**src/hdl/proximity_steering_controller_defines.svh**
```systemverilog
// Assertion macros shared by the proximity steering controller modules.
// No dependencies; included by the files that carry assertions.
`ifndef PROXIMITY_STEERING_CONTROLLER_DEFINES_SVH
`define PROXIMITY_STEERING_CONTROLLER_DEFINES_SVH

// Same-cycle implication, disabled during reset.
`define PSC_ASSERT_IMP(lbl, clk, rst_n, ante, cons, msg) \
  lbl: assert property (@(posedge clk) disable iff (!rst_n) (ante) |-> (cons)) \
    else $error(msg);

// Next-cycle implication, disabled during reset.
`define PSC_ASSERT_NXT(lbl, clk, rst_n, ante, cons, msg) \
  lbl: assert property (@(posedge clk) disable iff (!rst_n) (ante) |=> (cons)) \
    else $error(msg);

`endif

```
**src/hdl/psc_pkg.sv**
```systemverilog
// Shared types and constants for the proximity steering controller.
// No dependencies; used by every module of the block.
`timescale 1ns / 1ps

package psc_pkg;

  localparam int NumSensors = 8;
  localparam int ProxW      = 12;
  localparam int BiasW      = 10;
  localparam int LimitW     = 10;
  localparam int BeatW      = 24;
  localparam int CfgIdxW    = 3;
  localparam int CfgDataW   = 24;

  typedef logic [ProxW-1:0]                 prox_t;
  typedef logic [NumSensors-1:0][ProxW-1:0] prox_arr_t;
  typedef logic signed [10:0]               speed_t;
  // Wide enough for decayed speed + bias + all steering weights.
  typedef logic signed [12:0]               sum_t;
  typedef logic [BeatW-1:0]                 beat_t;

  typedef enum logic [CfgIdxW-1:0] {
    RegNearThr   = 3'd0,
    RegEscapeThr = 3'd1,
    RegBias      = 3'd2,
    RegLimit     = 3'd3,
    RegInterval  = 3'd4,
    RegWeight    = 3'd5
  } cfg_idx_e;

  typedef struct packed {
    prox_t              near_thr;
    prox_t              escape_thr;
    logic [BiasW-1:0]   bias;
    logic [LimitW-1:0]  limit;
    beat_t              interval;
    beat_t              interval_40;  // floor(interval*2/5)
    beat_t              interval_60;  // floor(interval*3/5)
    beat_t              weight;
  } cfg_t;

  // Register reset values
  localparam prox_t             NearThrRst   = 12'd500;
  localparam prox_t             EscapeThrRst = 12'd1900;
  localparam logic [BiasW-1:0]  BiasRst      = 10'd38;
  localparam logic [LimitW-1:0] LimitRst     = 10'd800;
  localparam beat_t             IntervalRst  = 24'd200000;
  localparam beat_t             Interval40Rst = 24'd80000;
  localparam beat_t             Interval60Rst = 24'd120000;
  localparam beat_t             WeightRst    = 24'd40000;

  // Front readings that shorten the heartbeat period
  localparam prox_t FrontHigh = 12'd900;
  localparam prox_t FrontLow  = 12'd300;

  // Forced spin magnitude
  localparam speed_t SpinSpeed = 11'sd200;

  // Per-sensor steering weights
  localparam speed_t SteerLeft [NumSensors] =
    '{11'sd300, 11'sd100, 11'sd300, 11'sd400, 11'sd400, -11'sd400, -11'sd100, 11'sd300};
  localparam speed_t SteerRight [NumSensors] =
    '{11'sd100, -11'sd100, -11'sd400, -11'sd300, -11'sd300, 11'sd300, 11'sd100, 11'sd100};

endpackage

```
**src/hdl/proximity_steering_controller.sv**
```systemverilog
// Top level of the proximity steering controller: input register, result register,
// handshake control. Depends on psc_pkg, psc_cfg_regs, psc_steer, psc_beat, macro header.
`timescale 1ns / 1ps
`include "proximity_steering_controller_defines.svh"

//  channel   direction  handshake                  payload
//  in        sink       in_valid_i / in_stall_o    prox_0_i .. prox_7_i
//  out       source     out_valid_o / out_stall_i  left/right_speed_o, leds_on_o, escape_turn_o
//  cfg       sink       cfg_we_i                   cfg_idx_i, cfg_wdata_i
//
//  Items go through the input and result registers; one per cycle while out_stall_i is low.
//  The wheel and heartbeat state update as an item moves from the input register
//  into the result register, so each tick sees the state its predecessor left.
//  Reset clears control and state at once; no clearing pass is needed.
//  A stalled result holds the input register; in_stall_o rises only when both are full
//  and out_stall_i is high.

module proximity_steering_controller (
  input  logic                          clk_i,
  input  logic                          rst_ni,
  input  logic                          in_valid_i,
  output logic                          in_stall_o,
  input  logic [11:0]                   prox_0_i,
  input  logic [11:0]                   prox_1_i,
  input  logic [11:0]                   prox_2_i,
  input  logic [11:0]                   prox_3_i,
  input  logic [11:0]                   prox_4_i,
  input  logic [11:0]                   prox_5_i,
  input  logic [11:0]                   prox_6_i,
  input  logic [11:0]                   prox_7_i,
  output logic                          out_valid_o,
  input  logic                          out_stall_i,
  output logic signed [10:0]            left_speed_o,
  output logic signed [10:0]            right_speed_o,
  output logic                          leds_on_o,
  output logic                          escape_turn_o,
  input  logic                          cfg_we_i,
  input  logic [psc_pkg::CfgIdxW-1:0]   cfg_idx_i,
  input  logic [psc_pkg::CfgDataW-1:0]  cfg_wdata_i
);

  psc_pkg::cfg_t      cfg;
  psc_pkg::prox_arr_t prox_q;
  logic               in_valid_q, in_valid_d, out_valid_q, out_valid_d;
  logic               accept, advance;
  psc_pkg::speed_t    left_nx, right_nx, left_q, right_q, left_wheel;
  logic               escape_nx, escape_q, led_nx, led_q;

  // Move the held item forward when the result register is empty or draining.
  assign advance    = in_valid_q && (!out_valid_q || !out_stall_i);
  assign in_stall_o = in_valid_q && !advance;
  assign accept     = in_valid_i && !in_stall_o;

  assign in_valid_d  = accept || (in_valid_q && !advance);
  assign out_valid_d = advance || (out_valid_q && out_stall_i);

  always_ff @(posedge clk_i or negedge rst_ni) begin
    if (!rst_ni) begin
      in_valid_q  <= 1'b0;
      out_valid_q <= 1'b0;
    end else begin
      in_valid_q  <= in_valid_d;
      out_valid_q <= out_valid_d;
    end
  end

  always_ff @(posedge clk_i) begin
    if (accept) begin
      prox_q <= {prox_7_i, prox_6_i, prox_5_i, prox_4_i,
                 prox_3_i, prox_2_i, prox_1_i, prox_0_i};
    end
    if (advance) begin
      left_q   <= left_nx;
      right_q  <= right_nx;
      escape_q <= escape_nx;
      led_q    <= led_nx;
    end
  end

  psc_cfg_regs u_cfg (
    .clk_i       (clk_i),
    .rst_ni      (rst_ni),
    .cfg_we_i    (cfg_we_i),
    .cfg_idx_i   (cfg_idx_i),
    .cfg_wdata_i (cfg_wdata_i),
    .cfg_o       (cfg)
  );

  psc_steer u_steer (
    .clk_i        (clk_i),
    .rst_ni       (rst_ni),
    .en_i         (advance),
    .prox_i       (prox_q),
    .cfg_i        (cfg),
    .left_o       (left_nx),
    .right_o      (right_nx),
    .escape_o     (escape_nx),
    .left_wheel_o (left_wheel)
  );

  psc_beat u_beat (
    .clk_i         (clk_i),
    .rst_ni        (rst_ni),
    .en_i          (advance),
    .front_left_i  (prox_q[0]),
    .front_right_i (prox_q[psc_pkg::NumSensors-1]),
    .cfg_i         (cfg),
    .led_o         (led_nx)
  );

  assign out_valid_o   = out_valid_q;
  assign left_speed_o  = left_q;
  assign right_speed_o = right_q;
  assign leds_on_o     = led_q;
  assign escape_turn_o = escape_q;

  `PSC_ASSERT_IMP(a_stall_only_when_full, clk_i, rst_ni, in_stall_o, in_valid_q && out_valid_q, "input stalled while a register was free")
  `PSC_ASSERT_NXT(a_free_output_fills, clk_i, rst_ni, in_valid_q && !out_valid_q, out_valid_q, "held item did not reach an empty result register")
  `PSC_ASSERT_IMP(a_result_matches_state, clk_i, rst_ni, out_valid_q, left_q == left_wheel, "pending left speed differs from the wheel state")

endmodule

```
**src/hdl/psc_cfg_regs.sv**
```systemverilog
// Configuration registers and the pre-scaled heartbeat periods.
// Depends on psc_pkg.
`timescale 1ns / 1ps

module psc_cfg_regs (
  input  logic                              clk_i,
  input  logic                              rst_ni,
  input  logic                              cfg_we_i,
  input  logic [psc_pkg::CfgIdxW-1:0]       cfg_idx_i,
  input  logic [psc_pkg::CfgDataW-1:0]      cfg_wdata_i,
  output psc_pkg::cfg_t                     cfg_o
);

  // ceil(2^28 / 5): exact floor(x/5) for x below 2^26
  localparam logic [25:0] RecipFive = 26'd53687092;

  psc_pkg::cfg_t cfg_q, cfg_d;
  logic [25:0]   x2, x3;
  logic [51:0]   p2, p3;

  always_comb begin
    cfg_d = cfg_q;
    if (cfg_we_i) begin
      unique case (psc_pkg::cfg_idx_e'(cfg_idx_i))
        psc_pkg::RegNearThr:   cfg_d.near_thr   = cfg_wdata_i[psc_pkg::ProxW-1:0];
        psc_pkg::RegEscapeThr: cfg_d.escape_thr = cfg_wdata_i[psc_pkg::ProxW-1:0];
        psc_pkg::RegBias:      cfg_d.bias       = cfg_wdata_i[psc_pkg::BiasW-1:0];
        psc_pkg::RegLimit:     cfg_d.limit      = cfg_wdata_i[psc_pkg::LimitW-1:0];
        psc_pkg::RegInterval:  cfg_d.interval   = cfg_wdata_i[psc_pkg::BeatW-1:0];
        psc_pkg::RegWeight:    cfg_d.weight     = cfg_wdata_i[psc_pkg::BeatW-1:0];
        default: ;
      endcase
    end
    // Scaled periods load on the same edge as the interval they come from.
    x2 = {1'b0, cfg_d.interval, 1'b0};
    x3 = x2 + 26'(cfg_d.interval);
    p2 = 52'(x2) * 52'(RecipFive);
    p3 = 52'(x3) * 52'(RecipFive);
    cfg_d.interval_40 = p2[51:28];
    cfg_d.interval_60 = p3[51:28];
  end

  always_ff @(posedge clk_i or negedge rst_ni) begin
    if (!rst_ni) begin
      cfg_q.near_thr    <= psc_pkg::NearThrRst;
      cfg_q.escape_thr  <= psc_pkg::EscapeThrRst;
      cfg_q.bias        <= psc_pkg::BiasRst;
      cfg_q.limit       <= psc_pkg::LimitRst;
      cfg_q.interval    <= psc_pkg::IntervalRst;
      cfg_q.interval_40 <= psc_pkg::Interval40Rst;
      cfg_q.interval_60 <= psc_pkg::Interval60Rst;
      cfg_q.weight      <= psc_pkg::WeightRst;
    end else begin
      cfg_q <= cfg_d;
    end
  end

  assign cfg_o = cfg_q;

endmodule

```
**src/hdl/psc_steer.sv**
```systemverilog
// Wheel speed datapath: decay, bias, steering weights, escape spin, clamp.
// Holds the wheel speed state. Depends on psc_pkg.
`timescale 1ns / 1ps

module psc_steer (
  input  logic                clk_i,
  input  logic                rst_ni,
  input  logic                en_i,
  input  psc_pkg::prox_arr_t  prox_i,
  input  psc_pkg::cfg_t       cfg_i,
  output psc_pkg::speed_t     left_o,
  output psc_pkg::speed_t     right_o,
  output logic                escape_o,
  output psc_pkg::speed_t     left_wheel_o
);

  // ceil(2^19 / 10): exact floor(x/10) for x below 2^18
  localparam logic [29:0] RecipTen = 30'd52429;

  psc_pkg::speed_t left_q, right_q, left_d, right_d;
  psc_pkg::sum_t   left_sum, right_sum, lim, left_c, right_c;

  // trunc(v*9/10), rounding toward zero
  function automatic psc_pkg::sum_t decay(psc_pkg::speed_t v);
    logic        neg;
    logic [10:0] mag;
    logic [13:0] m9;
    logic [29:0] prod;
    logic [9:0]  q;
    neg  = v[10];
    mag  = neg ? 11'(-v) : 11'(v);
    m9   = 14'(mag) * 14'd9;
    prod = 30'(m9) * RecipTen;
    q    = prod[28:19];
    decay = neg ? -psc_pkg::sum_t'({3'b000, q}) : psc_pkg::sum_t'({3'b000, q});
  endfunction

  always_comb begin
    left_sum  = decay(left_q)  + psc_pkg::sum_t'({3'b000, cfg_i.bias});
    right_sum = decay(right_q) + psc_pkg::sum_t'({3'b000, cfg_i.bias});
    for (int k = 0; k < psc_pkg::NumSensors; k++) begin
      if (prox_i[k] >= cfg_i.near_thr) begin
        left_sum  = left_sum  + psc_pkg::sum_t'(psc_pkg::SteerLeft[k]);
        right_sum = right_sum + psc_pkg::sum_t'(psc_pkg::SteerRight[k]);
      end
    end

    // Right front overrides left front.
    escape_o = 1'b0;
    if (prox_i[0] > cfg_i.escape_thr) begin
      left_sum  = psc_pkg::sum_t'(psc_pkg::SpinSpeed);
      right_sum = -psc_pkg::sum_t'(psc_pkg::SpinSpeed);
      escape_o  = 1'b1;
    end
    if (prox_i[psc_pkg::NumSensors-1] > cfg_i.escape_thr) begin
      left_sum  = -psc_pkg::sum_t'(psc_pkg::SpinSpeed);
      right_sum = psc_pkg::sum_t'(psc_pkg::SpinSpeed);
      escape_o  = 1'b1;
    end

    lim = psc_pkg::sum_t'({3'b000, cfg_i.limit});
    priority if (left_sum > lim)   left_c = lim;
    else if     (left_sum < -lim)  left_c = -lim;
    else                           left_c = left_sum;
    priority if (right_sum > lim)  right_c = lim;
    else if     (right_sum < -lim) right_c = -lim;
    else                           right_c = right_sum;

    left_d  = psc_pkg::speed_t'(left_c);
    right_d = psc_pkg::speed_t'(right_c);
  end

  always_ff @(posedge clk_i or negedge rst_ni) begin
    if (!rst_ni) begin
      left_q  <= '0;
      right_q <= '0;
    end else if (en_i) begin
      left_q  <= left_d;
      right_q <= right_d;
    end
  end

  assign left_o       = left_d;
  assign right_o      = right_d;
  assign left_wheel_o = left_q;

endmodule

```
**src/hdl/psc_beat.sv**
```systemverilog
// Heartbeat counter and LED toggle with front-distance period scaling.
// Depends on psc_pkg and the assertion macro header.
`timescale 1ns / 1ps
`include "proximity_steering_controller_defines.svh"

module psc_beat (
  input  logic            clk_i,
  input  logic            rst_ni,
  input  logic            en_i,
  input  psc_pkg::prox_t  front_left_i,
  input  psc_pkg::prox_t  front_right_i,
  input  psc_pkg::cfg_t   cfg_i,
  output logic            led_o
);

  psc_pkg::beat_t count_q, count_d, count_inc, period;
  logic           led_q, led_d;
  logic [47:0]    steps;

  always_comb begin
    count_inc = count_q + 24'd1;
    steps     = 48'(count_inc) * 48'(cfg_i.weight);
    priority if (front_left_i > psc_pkg::FrontHigh || front_right_i > psc_pkg::FrontHigh)
      period = cfg_i.interval_40;
    else if (front_left_i > psc_pkg::FrontLow || front_right_i > psc_pkg::FrontLow)
      period = cfg_i.interval_60;
    else
      period = cfg_i.interval;
    if (steps > 48'(period)) begin
      led_d   = ~led_q;
      count_d = '0;
    end else begin
      led_d   = led_q;
      count_d = count_inc;
    end
  end

  always_ff @(posedge clk_i or negedge rst_ni) begin
    if (!rst_ni) begin
      count_q <= '0;
      led_q   <= 1'b0;
    end else if (en_i) begin
      count_q <= count_d;
      led_q   <= led_d;
    end
  end

  assign led_o = led_d;

  `PSC_ASSERT_NXT(a_toggle_clears_count, clk_i, rst_ni, en_i && (led_d != led_q), count_q == '0, "LED toggled without clearing the beat counter")

endmodule
```
**config.mk**
```make
export PLATFORM = sky130hd
export DESIGN_NAME = proximity_steering_controller
export DESIGN_NICKNAME = d
export VERILOG_FILES = /design/src/hdl/psc_pkg.sv /design/src/hdl/proximity_steering_controller.sv /design/src/hdl/psc_cfg_regs.sv /design/src/hdl/psc_steer.sv /design/src/hdl/psc_beat.sv
export VERILOG_INCLUDE_DIRS = /design/src /design/src/hdl
export SDC_FILE = /design/constraint.sdc
export NUM_CORES = 2
export LEC_CHECK = 0
export BUFFER_PORTS_ARGS = -buffer_cell sky130_fd_sc_hd__buf_4
export CAP_MARGIN = 20
export CORE_ASPECT_RATIO = 0.8
export CORE_UTILIZATION = 50
export DETAILED_ROUTE_END_ITERATION = 10
export PLACE_DENSITY = 0.65
export SYNTH_ARGS = -nofsm -noshare
export SYNTH_HDL_FRONTEND = slang
export SYNTH_HIERARCHICAL = 1
export SYNTH_SLANG_ARGS = --single-unit
export TNS_END_PERCENT = 1
```
**constraint.sdc**
```tcl
create_clock -name clk_i -period 15.4 [get_ports clk_i]
set_clock_uncertainty 0.15 [all_clocks]
set_input_delay 2.31 -clock clk_i [delete_from_list [all_inputs] [get_ports clk_i]]
set_output_delay 2.31 -clock clk_i [all_outputs]
set_load 0.01 [all_outputs]
```
==> flow_metrics.py <==
metrics = {
    "run_status": {
        "status": "complete, but fails checks",
        "violations": "negative setup slack",
    },
    "synth": {
        "yosys.area.top_type": "fa_1",
        "synth_top_area_share_pct": 29.3,
        "synth_edf_count": 120,
        "yosysMostFrequentCell": "inv_1",
        "synthArstFlopShare_pct": 61.0,
        "syn_area_um2": 73400,
        "synth_area_leaders": "fa_1, ha_1, inv_1",
        "synth_seq_area_share_pct": 11.4,
        "syn-num-nets": 10100,
        "synth_top_cells_by_count": "inv_1, ha_1, fa_1",
        "ys_warn_count": 6,
        "ys_types": 139,
        "syn_avg_cell_area_um2": 9.50,
        "yosys_register_bits": 308,
        "synthFlopType": "dfrtp_1",
        "syn_inst": 7726,
    },
    "clock_network": {
        "clk_latency_ns": 0.63,
        "cts.clk_slew.worst_paths_ns": 0.06,
        "clock_path_buffers": 3,
        "clock-root-buffer": "clkbuf_16",
        "tritoncts": "yes",
        "cts_buffers": 41,
        "numClockSinks": 308,
        "h-tree-depth": 2,
    },
    "timing": {
        "fin_crit_sh_pct": 100,
        "tightest_slew_ns": 1.16,
        "hold_viol_final": 0,
        "slew_viol_final": 0,
        "finalSetupViolCount": 7,
        "timing.final.crit_period_ns": 15.45,
        "max_freq_mhz": 64.7,
        "tns_ns": -0.143,
        "rsz0062_at_grt": "yes",
        "fin_ws_ns": -0.0493,
        "relSlewSlack_pct": 22.0,
    },
    "detailed_routing": {
        "wl_mm": 217,
        "drc": 0,
        "vias": 57900,
        "drt_iter0_drc": 4342,
        "postRouteAntennaNets": 0,
        "dr.pass1.iters": 6,
        "wire_per_inst_um": 21.1,
        "viasPerCell": 5.64,
    },
    "global_routing": {
        "grt_pass1_vias": 59800,
        "overflow": 0,
        "grt_pass1_wl_mm": 341,
        "antenna_found_initial": 20,
        "grt_use_total_pct": 29.4,
        "grt_max_degree": 88,
    },
    "setup_path": {
        "worstSetupEndpointType": "register",
        "crit_arrival_ns": 15.79,
        "max_stage_delay_ns": 0.53,
        "cpMostUsedCell": "inv_1",
        "worstPathRequired_ns": 15.74,
        "path_class": "reg2reg",
        "cp-start-kind": "register",
        "rr_startpoint": "u_steer/right_q[0]",
        "r2r_slack_ns": -0.05,
        "r2r_end": "right_speed_o[2]",
        "cp_max_fo": 7,
        "worst-r2r-cell-count": 71,
        "slowest_stage": "o31ai_1",
    },
    "place": {
        "port_buffers": 153,
        "place_congestion": 0.979,
        "place_inst": 10100,
        "dp_hpwl_mm": 179,
        "dp_slack_ns": -1.15,
        "placed_cell_area_um2": 80900,
    },
    "die": {
        "rows": 125,
        "initial_core_util_pct": 50.5,
        "coreArea_um2": 145000,
        "die_h_um": 345,
        "ios": 154,
        "die_w_um": 430,
        "dieArea_um2": 148000,
    },
    "finish": {
        "drive_gt1_share_pct": 16.7,
        "instances_no_fill": 10300,
        "nNetsFinal": 10700,
        "fin_area_um2": 84200,
        "area_delta_synth_final_pct": 14.8,
    },
    "min_path": {
        "hold_path.class": "reg2reg",
        "min-delay-start": "u_beat/led_q",
        "whs_path_depth": 1,
        "min_to": "u_beat/led_q",
    },
    "job": {
        "drv_cap": 0,
    },
}
-- how the worst max path moves through the flow --
stage | startpoint | to | slack, ns | cells after the start
after floorplan | u_steer/right_q[0] | right_speed_o[8] | -0.002 | 74
after global placement | u_steer/left_wheel_o[0] | left_speed_o[5] | -0.92 | 77
after detailed placement | u_steer/left_wheel_o[1] | u_steer/left_wheel_o[7] | -1.15 | 78
after CTS | u_steer/right_q[0] | u_steer/right_q[6] | -0.07 | 74
after global routing | u_steer/left_wheel_o[1] | u_steer/left_wheel_o[7] | -0.81 | 80
final | u_steer/right_q[0] | right_speed_o[2] | -0.05 | 71
-- cell usage in the layout, fill, tap and decap left out, types with 47 or more instances in the layout --
cell type and count:
nand2b_1 52, nor2b_1 76, a21oi_1 232, buf_4 747, mux2_2 96, o21a_1 53, o211ai_1 47, nor3_1 66
ha_1 1130, nand4_1 55, and2_1 352, xnor2_1 210, nand2_1 512, inv_1 1599, fa_1 1070, edfxtp_1 120
nand3_1 90, nor2_1 206, mux2i_1 58, a21o_1 107, dfrtp_1 144, xor2_1 81, o21ai_0 151
-- critical path, delay by kind of cell (launching register included) --
family / cells / cell delay, ns
fa+ha+maj: 14 / 4.40
mux: 2 / 0.55
buf+inv: 14 / 1.34
flops: 1 / 0.42
compound gates: 17 / 3.93
xor+xnor: 5 / 0.84
simple gates: 19 / 3.60
-- flip-flops by register name, summed over array words and instances (netlist names) --
name and flops:
escape_turn_o 1, out_valid_o 1, u_cfg/cfg_o 139, leds_on_o 1, in_valid_q 1, u_beat/led_q 1, u_beat/count_q 24, left_speed_o 11
u_steer/left_wheel_o 11, right_speed_o 11, prox_q 96, u_steer/right_q 11
-- logic make-up (layout without fill, tap and decap cells) --
family	count (synthesis)	after routing	share of synthesized area (%)
multiplexers	167	167	2.47
flip-flops	308	308	11.4
AND/OR/NAND/NOR	1681	1681	11.8
adder cells (fa/ha/maj)	2238	2238	49.1
AO/OA/AOI/OAI	1149	1150	11.1
XOR/XNOR	362	362	4.67
buffers and inverters	1820	2455	9.42
other	1	6	0.00511
-- final cells by class --
| type | count | area (um^2) |
|---|---|---|
| clock inverter | 19 | 275 |
| timing repair buffer | 761 | 5830 |
| clock buffer | 54 | 1110 |
| tap | 1905 | 2380 |
| multi-input combinational | 5599 | 60200 |
| fill | 12700 | 61200 |
| sequential | 308 | 8360 |
| antenna | 5 | 12.5 |
| inverter | 1621 | 6090 |
-- what timing repair did --
action                                  CTS  global route
hold buffers                              0             0
buffers inserted                         43            14
gates resized for setup                 188           108
pin swaps                               145            97
cloned                                    1             0
endpoints found under the setup margin   44            44
endpoints found under the hold margin     0             0
-- stage by stage --
step / hold slack [ns] / utilization, %
after floorplan: 0.316 / -
after global placement: 0.330 / 55.6
after detailed placement: 0.344 / 55.6
after CTS: 0.353 / 57.4
after global routing: 0.374 / 57.9
final: 0.345 / 57.9
-- routing by layer --
layer | track usage [%] | share of wire [%] | up-vias
met1 | 43.9 | 47 | 29300
met2 | 44.3 | 43 | 1873
li1 | - | - | 26500
met3 | 6.21 | 8.7 | 227
met4 | 5.16 | 1.7 | 30
met5 | 0.441 | 0.13 | -
Power is left out: the tool's default activity adds up to more than one toggle a clock period on the data nets, which glitch-free logic cannot reach.
